===== src/rtl/lfu_pkg.sv =====
package lfu_pkg;

	localparam int unsigned KEY_W = 32;
	localparam int unsigned VAL_W = 32;
	localparam int unsigned CNT_W = 32;
	localparam int unsigned STP_W = 32;
	localparam int unsigned CAP_W = 5;

	localparam logic [CAP_W-1:0] CAP_RESET = CAP_W'(16);
	localparam logic KIND_GET = 1'b0;
	localparam logic KIND_PUT = 1'b1;
	localparam logic signed [VAL_W-1:0] MISS_VALUE = -VAL_W'(1);
	localparam logic [CNT_W-1:0] CNT_ONE = CNT_W'(1);
	localparam logic [CNT_W-1:0] CNT_MAX = '1;

	typedef struct packed {
		logic                    kind;
		logic signed [KEY_W-1:0] key;
		logic signed [VAL_W-1:0] value;
	} req_t;

	typedef struct packed {
		logic                    found;
		logic signed [VAL_W-1:0] read_value;
		logic                    evicted;
		logic signed [KEY_W-1:0] evicted_key;
	} rsp_t;

	typedef struct packed {
		logic             valid;
		logic [KEY_W-1:0] key;
		logic [CNT_W-1:0] cnt;
		logic [STP_W-1:0] stp;
	} ent_t;

	typedef struct packed {
		logic hit;
		logic better;
	} cmp_t;

endpackage


===== src/rtl/lfu_cmp.sv =====
module lfu_cmp (
	input  lfu_pkg::ent_t                cand,
	input  lfu_pkg::ent_t                best,
	input  logic [lfu_pkg::KEY_W-1:0]    key,
	output lfu_pkg::cmp_t                res
);

	logic cnt_lt;
	logic cnt_eq;
	logic stp_lt;

	assign cnt_lt = cand.cnt < best.cnt;
	assign cnt_eq = cand.cnt == best.cnt;
	assign stp_lt = cand.stp < best.stp;

	assign res.hit    = cand.valid && (cand.key == key);
	assign res.better = cand.valid && (!best.valid || cnt_lt || (cnt_eq && stp_lt));

endmodule


===== src/rtl/lfu_cache_table.sv =====
// done rises once per request, after the scan and update states, with one response word per request
// a new request is taken only once the block is idle again; the scan is single-entry, through
//   the key, value, count and stamp memories, one entry read per cycle
// busy is high from the accepted start until the done cycle; results cannot be stalled
// reset clears valid bits, occupancy, order tick and sets capacity to 16
module lfu_cache_table #(
	parameter int unsigned ENTRIES = 16
) (
	input  logic                          clk,
	input  logic                          arst_n,
	input  logic                          start,
	output logic                          busy,
	input  lfu_pkg::req_t                 req,
	output logic                          done,
	output lfu_pkg::rsp_t                 rsp,
	input  logic                          cfg_we,
	input  logic [lfu_pkg::CAP_W-1:0]     cfg_wdata
);

	localparam int unsigned IW   = (ENTRIES > 1) ? $clog2(ENTRIES) : 1;
	localparam int unsigned OW   = $clog2(ENTRIES + 1);
	localparam int unsigned CMPW = (OW > lfu_pkg::CAP_W) ? OW : lfu_pkg::CAP_W;

	typedef enum logic [2:0] {
		ST_IDLE = 3'b001,
		ST_SCAN = 3'b010,
		ST_UPD  = 3'b100
	} state_t;

	state_t state_q;

	logic [lfu_pkg::CAP_W-1:0] capacity_q;
	logic [OW-1:0]             occ_q;
	logic [lfu_pkg::STP_W-1:0] tick_q;
	logic [ENTRIES-1:0]        valid_q;
	lfu_pkg::req_t             req_q;

	logic [lfu_pkg::KEY_W-1:0] key_mem [ENTRIES];
	logic [lfu_pkg::VAL_W-1:0] val_mem [ENTRIES];
	logic [lfu_pkg::CNT_W-1:0] cnt_mem [ENTRIES];
	logic [lfu_pkg::STP_W-1:0] stp_mem [ENTRIES];

	logic [IW:0]   issue_q;
	logic [IW-1:0] rd_addr;
	logic          rd_en;

	logic                      rd_vld_s1;
	logic [IW-1:0]             rd_idx_s1;
	lfu_pkg::ent_t             cand_s1;
	logic [lfu_pkg::VAL_W-1:0] val_s1;

	logic                      hit_q;
	logic [IW-1:0]             hit_idx_q;
	logic [lfu_pkg::VAL_W-1:0] hit_val_q;
	logic [lfu_pkg::CNT_W-1:0] hit_cnt_q;
	logic                      free_q;
	logic [IW-1:0]             free_idx_q;
	lfu_pkg::ent_t             best_q;
	logic [IW-1:0]             best_idx_q;

	lfu_pkg::cmp_t cmp_res;

	logic [CMPW-1:0] cap_w;
	logic [CMPW-1:0] cap_eff;
	logic [CMPW-1:0] occ_w;

	logic                      wr_key_en;
	logic                      wr_val_en;
	logic                      wr_cnt_en;
	logic                      wr_stp_en;
	logic [IW-1:0]             wr_addr;
	logic [lfu_pkg::CNT_W-1:0] wr_cnt;
	logic                      set_valid;
	logic                      occ_inc;
	logic                      tick_inc;
	lfu_pkg::rsp_t             rsp_d;

	logic                      done_q;
	lfu_pkg::rsp_t             rsp_q;

	assign busy = (state_q != ST_IDLE);
	assign done = done_q;
	assign rsp  = rsp_q;

	assign rd_addr = issue_q[IW-1:0];
	assign rd_en   = (state_q == ST_SCAN) && (issue_q < (IW+1)'(ENTRIES));

	assign cap_w   = CMPW'(capacity_q);
	assign cap_eff = (cap_w > CMPW'(ENTRIES)) ? CMPW'(ENTRIES) : cap_w;
	assign occ_w   = CMPW'(occ_q);

	lfu_cmp u_cmp (
		.cand (cand_s1),
		.best (best_q),
		.key  (req_q.key),
		.res  (cmp_res)
	);

	// update decision
	always_comb begin
		wr_key_en = 1'b0;
		wr_val_en = 1'b0;
		wr_cnt_en = 1'b0;
		wr_stp_en = 1'b0;
		wr_addr   = hit_idx_q;
		wr_cnt    = (hit_cnt_q == lfu_pkg::CNT_MAX) ? hit_cnt_q : hit_cnt_q + lfu_pkg::CNT_ONE;
		set_valid = 1'b0;
		occ_inc   = 1'b0;
		tick_inc  = 1'b0;
		rsp_d     = '0;
		rsp_d.found = hit_q;
		if (req_q.kind == lfu_pkg::KIND_GET) begin
			if (hit_q) begin
				rsp_d.read_value = hit_val_q;
				wr_cnt_en = 1'b1;
				wr_stp_en = 1'b1;
				tick_inc  = 1'b1;
			end else begin
				rsp_d.read_value = lfu_pkg::MISS_VALUE;
			end
		end else if (cap_eff != '0) begin
			if (hit_q) begin
				wr_val_en = 1'b1;
				wr_cnt_en = 1'b1;
				wr_stp_en = 1'b1;
				tick_inc  = 1'b1;
			end else if ((occ_w < cap_eff) && free_q) begin
				wr_addr   = free_idx_q;
				wr_cnt    = lfu_pkg::CNT_ONE;
				wr_key_en = 1'b1;
				wr_val_en = 1'b1;
				wr_cnt_en = 1'b1;
				wr_stp_en = 1'b1;
				set_valid = 1'b1;
				occ_inc   = 1'b1;
				tick_inc  = 1'b1;
			end else if (best_q.valid) begin
				wr_addr   = best_idx_q;
				wr_cnt    = lfu_pkg::CNT_ONE;
				wr_key_en = 1'b1;
				wr_val_en = 1'b1;
				wr_cnt_en = 1'b1;
				wr_stp_en = 1'b1;
				set_valid = 1'b1;
				tick_inc  = 1'b1;
				rsp_d.evicted     = 1'b1;
				rsp_d.evicted_key = best_q.key;
			end
		end
	end

	// memories
	always_ff @(posedge clk) begin
		if (rd_en) begin
			cand_s1.valid <= valid_q[rd_addr];
			cand_s1.key   <= key_mem[rd_addr];
			cand_s1.cnt   <= cnt_mem[rd_addr];
			cand_s1.stp   <= stp_mem[rd_addr];
			val_s1        <= val_mem[rd_addr];
		end
		if (state_q == ST_UPD) begin
			if (wr_key_en) begin
				key_mem[wr_addr] <= req_q.key;
			end
			if (wr_val_en) begin
				val_mem[wr_addr] <= req_q.value;
			end
			if (wr_cnt_en) begin
				cnt_mem[wr_addr] <= wr_cnt;
			end
			if (wr_stp_en) begin
				stp_mem[wr_addr] <= tick_q;
			end
		end
	end

	// payload registers
	always_ff @(posedge clk) begin
		if (start && !busy) begin
			req_q        <= req;
			best_q.valid <= 1'b0;
		end
		if (rd_en) begin
			rd_idx_s1 <= rd_addr;
		end
		if (rd_vld_s1) begin
			if (cmp_res.hit && !hit_q) begin
				hit_idx_q <= rd_idx_s1;
				hit_val_q <= val_s1;
				hit_cnt_q <= cand_s1.cnt;
			end
			if (!cand_s1.valid && !free_q) begin
				free_idx_q <= rd_idx_s1;
			end
			if (cmp_res.better) begin
				best_q.valid <= 1'b1;
				best_q.key   <= cand_s1.key;
				best_q.cnt   <= cand_s1.cnt;
				best_q.stp   <= cand_s1.stp;
				best_idx_q   <= rd_idx_s1;
			end
		end
		if (state_q == ST_UPD) begin
			rsp_q <= rsp_d;
		end
	end

	// control
	always_ff @(posedge clk or negedge arst_n) begin
		if (!arst_n) begin
			state_q      <= ST_IDLE;
			capacity_q   <= lfu_pkg::CAP_RESET;
			occ_q        <= '0;
			tick_q       <= '0;
			valid_q      <= '0;
			issue_q      <= '0;
			rd_vld_s1    <= 1'b0;
			hit_q        <= 1'b0;
			free_q       <= 1'b0;
			done_q       <= 1'b0;
		end else begin
			done_q    <= 1'b0;
			rd_vld_s1 <= rd_en;
			if (cfg_we) begin
				capacity_q <= cfg_wdata;
			end
			case (state_q)
				ST_IDLE: begin
					if (start) begin
						issue_q      <= '0;
						hit_q        <= 1'b0;
						free_q       <= 1'b0;
						state_q      <= ST_SCAN;
					end
				end
				ST_SCAN: begin
					if (rd_en) begin
						issue_q <= issue_q + (IW+1)'(1);
					end
					if (rd_vld_s1) begin
						if (cmp_res.hit) begin
							hit_q <= 1'b1;
						end
						if (!cand_s1.valid) begin
							free_q <= 1'b1;
						end
						if (rd_idx_s1 == IW'(ENTRIES - 1)) begin
							state_q <= ST_UPD;
						end
					end
				end
				ST_UPD: begin
					if (set_valid) begin
						valid_q[wr_addr] <= 1'b1;
					end
					if (occ_inc) begin
						occ_q <= occ_q + OW'(1);
					end
					if (tick_inc) begin
						tick_q <= tick_q + lfu_pkg::STP_W'(1);
					end
					done_q  <= 1'b1;
					state_q <= ST_IDLE;
				end
				default: begin
					state_q <= ST_IDLE;
				end
			endcase
		end
	end

endmodule

===== config.mk =====
export PLATFORM = sky130hd
export DESIGN_NAME = lfu_cache_table
export DESIGN_NICKNAME = d
export VERILOG_FILES = /design/src/rtl/lfu_pkg.sv /design/src/rtl/lfu_cmp.sv /design/src/rtl/lfu_cache_table.sv
export SDC_FILE = /design/constraint.sdc
export NUM_CORES = 2
export LEC_CHECK = 0
export BUFFER_PORTS_ARGS = -buffer_cell sky130_fd_sc_hd__buf_4
export CELL_PAD_IN_SITES_DETAIL_PLACEMENT = 0
export CELL_PAD_IN_SITES_GLOBAL_PLACEMENT = 2
export CORE_ASPECT_RATIO = 1.2
export CORE_MARGIN = 1.5
export CORE_UTILIZATION = 51
export CTS_CLUSTER_SIZE = 25
export DETAILED_ROUTE_END_ITERATION = 7
export HOLD_SLACK_MARGIN = 0.1
export PLACE_DENSITY_LB_ADDON = 0.12
export SLEW_MARGIN = 10
export SYNTH_ARGS = -nofsm -noshare
export SYNTH_HDL_FRONTEND = slang
export SYNTH_SLANG_ARGS = --single-unit

===== constraint.sdc =====
create_clock -name clk -period 10.5 [get_ports clk]
set_input_delay 0.525 -clock clk [delete_from_list [all_inputs] [get_ports clk]]
set_output_delay 0.525 -clock clk [all_outputs]
set_load 0.03 [all_outputs]

==> flow_metrics.py <==
metrics = {
    "run_status": {
        "status": "complete, no violations",
    },
    "finish": {
        "design_area_um2": 110000,
        "seqCellArea_um2": 76400,
        "syn_to_final_growth_pct": 13.6,
        "nets": 4689,
        "drive_above_1_share": 0.276,
        "multi_input_area_um2": 19500,
        "nFillCells": 13568,
    },
    "global_routing": {
        "grt_pass1_vias": 45122,
        "grt_pass1_wl_mm": 312,
        "grt_overflow": 0,
        "grt_max_degree": 128,
        "antenna_found_initial": 13,
        "track_usage": 0.225,
    },
    "sta": {
        "setup_tns_ps": 0,
        "slew_headroom": 0.213,
        "final_max_slew_viol_count": 0,
        "hold_violations": 0,
        "grt_setup_unrepaired": "false",
        "worst_clock_skew_ps": 27.3,
        "hold_slack_ps": 223,
        "fmax_mhz": 193,
        "period_needed_ps": 5190,
        "fin_crit_sh": 0.494,
        "tightestPinTransition_ps": 1180,
        "setup_viol": 0,
    },
    "clock_network": {
        "clk_latency_ps": 870,
        "cts.sinks": 2555,
        "cts.htree.levels": 4,
        "cts_tree": "built",
        "cts_setup_buffers": 0,
        "clk_path_buf_depth": 3,
        "cts.clk_slew.worst_paths_ps": 60,
        "cts_root_buffer": "clkbuf_16",
        "cts_buffers": 240,
    },
    "worst_setup_path": {
        "slowest_delay_ps": 990,
        "cp_num_buf_inv": 2,
        "path_cells": "inv_1 > nand2_1 > ha_1 > o211ai_1 > nor2_1 > o211ai_2 > nand2_1 > a211oi_2 > nand2_1 > nor3_2 > buf_4",
        "worst_setup_path_end_kind": "flip-flop",
        "cp.arrival_ps": 5660,
        "cp.required_ps": 10970,
        "crit_slowest_cell": "buf_4",
        "path_class": "reg -> reg",
        "startpoint_type": "flip-flop",
        "path_max_fanout": 55,
        "rrSetupSlack_ps": 5310,
        "crit_family": "simple AND/OR/NAND/NOR gates",
        "crit_top_cell": "nand2_1",
    },
    "logic_synthesis": {
        "synth.distinct_cells": 71,
        "seq_area_frac_synth": 0.790,
        "yosys.area_share.simple": 0.0200,
        "yosysTopAreaCell": "edfxtp_1",
        "yosys.area_share.xor_xnor": 0.00897,
        "synth_edf_count": 2484,
        "yosys.cell_count.top_type": "edfxtp_1",
        "synth_commonest_cells": "edfxtp_1 (2484), mux4_2 (645), inv_1 (113), clkbuf_1 (111), nor2_1 (82)",
        "synthTopCellsByArea": "edfxtp_1 (77%), mux4_2 (15%), dfrtp_1 (1.8%)",
        "yosysTopAreaCellShare": 0.772,
        "syn_nets": 4308,
        "async_reset_ff_frac": 0.0274,
        "synth_ff_type": "edfxtp_1",
        "yosys_warnings": 0,
        "synth_area_per_cell_um2": 23.2,
        "ys_seq_elements": 2555,
        "synthCells": 4163,
        "muxShareOfSynthArea": 0.151,
        "yosys.area_share.adder": 0.00919,
        "syn_area_um2": 96600,
        "synth_top_family_by_area": "multiplexers",
        "synth_compound_area_frac": 0.00896,
    },
    "route": {
        "vias": 43090,
        "vias_per_cell": 5.97,
        "drt-total-wl_mm": 213,
        "drtPass1Iterations": 7,
        "ant_nets": 0,
        "wire_per_inst_um": 29.5,
        "dr.first_iter.drc_count": 4566,
        "drc": 0,
    },
    "die": {
        "die-area_um2": 192000,
        "die_height_um": 480,
        "fp-row-count": 174,
        "io_pins": 142,
        "start_util": 0.514,
        "dieWidth_um": 400,
        "fp.coreArea_um2": 188000,
    },
    "placement": {
        "port_buffers": 141,
        "placed_cell_area_um2": 101000,
        "place_hpwl_mm": 108,
        "gp_congestion": 0.754,
    },
    "power": {
        "power_uw": 24200,
        "ir_worst_vdd_uv": 194,
        "cellLeakagePower_uw": 0.0354,
        "power.density_nw_per_um2": 221,
    },
    "min_path": {
        "hold_class": "in -> async",
    },
    "run": {
        "maxCapViolCount": 0,
    },
}
[per-stage QoR]
stage                     utilization  setup WS (ps)  cells
after floorplan                     -           2150   4163
after detailed placement        0.539           5210   6693
final                           0.584           5310   7220
after CTS                       0.584           5190   7218
after global routing            0.584           4880   7219
after global placement          0.539           5330   6693
[worst paths after layout]
check                                      from                  endpoint  cells past startpoint
hold / removal                           arst_n    tick_q[20]$_DFFE_PN0N_                      2
max in group asynchronous                arst_n    issue_q[0]$_DFFE_PN0P_                      3
min in group clk                        req[19]       req_q[19]$_DFFE_PP_                      2
hold reg to reg            val_s1[11]$_DFFE_PP_   hit_val_q[11]$_DFFE_PP_                      0
setup / recovery           cap_w[4]$_DFFE_PN1P_  stp_mem[0][18]$_DFFE_PP_                     11
setup reg to reg           cap_w[4]$_DFFE_PN1P_  stp_mem[0][18]$_DFFE_PP_                     11
[timing repair]
| action | 4_1_cts | 5_1_grt |
|---|---|---|
| hold endpoints to repair | 96 | 0 |
| resized for setup | 0 | 0 |
| hold buffers | 73 | 0 |
[area by class of cell]
type | instances | share of cell area
Clock buffer | 300 | 0.0575
Clock inverter | 152 | 0.0128
Multi-Input combinational cell | 1318 | 0.178
Tap cell | 2464 | 0.0281
Antenna cell | 2 | 0.0000456
Timing Repair Buffer | 315 | 0.0239
Inverter | 114 | 0.00395
Sequential cell | 2555 | 0.696
[kinds of logic after synthesis]
logic type / after synthesis
xor gates and xnor gates: 99
and+or+nand+nor: 362
muxes: 651
buffers and inverters: 290
DFF: 2555
adders and majority gates: 71
AOI/OAI and AO/OA: 135
[state kept, by name (all words and copies together) (netlist names), 65 cells and up]
signal   count
best_q      97
cand_s1     97
cnt_mem    512
key_mem    512
req_q       65
rsp         66
stp_mem    512
val_mem    512
[placed cells by master (no fill, tap or decap), types with 7 or more instances in the layout]
master and instances:
nand2b_1 7, nor3_2 30, clkinv_1 65, o21bai_1 11
and2_1 35, nand3_1 29, bufinv_16 20, clkbuf_16 241
nand4_1 28, o21ai_0 19, buf_4 236, ha_1 71
clkinvlp_4 7, clkinv_2 45, mux4_2 645, clkbuf_1 53
inv_1 112, xor2_1 60, nor4_1 15, xnor2_1 39
nor2_1 60, dlygate4sd3_1 73, nand2_1 60, nor3_1 23
nor2b_1 8, a21oi_1 56, edfxtp_1 2484, dfrtp_1 63
nor2_4 21
[power by group]
part	internal [uW]	total, uW	switching (uW)
Clock	4750	8490	3740
Sequential	11800	12100	365
Combinational	1780	3620	1840
Total	18300	24200	5940
[routing by layer]
| metal | share of wire | wire, um | up-vias | GRT usage |
|---|---|---|---|---|
| li1 | - | - | 18222 | - |
| met1 | 0.43 | 92600 | 23430 | 0.327 |
| met2 | 0.49 | 105000 | 1175 | 0.366 |
| met3 | 0.054 | 11400 | 257 | 0.0349 |
| met4 | 0.017 | 3680 | 6 | 0.0482 |
| met5 | 0.00016 | 35 | - | 0 |
Power figures use the tool's default switching activity.
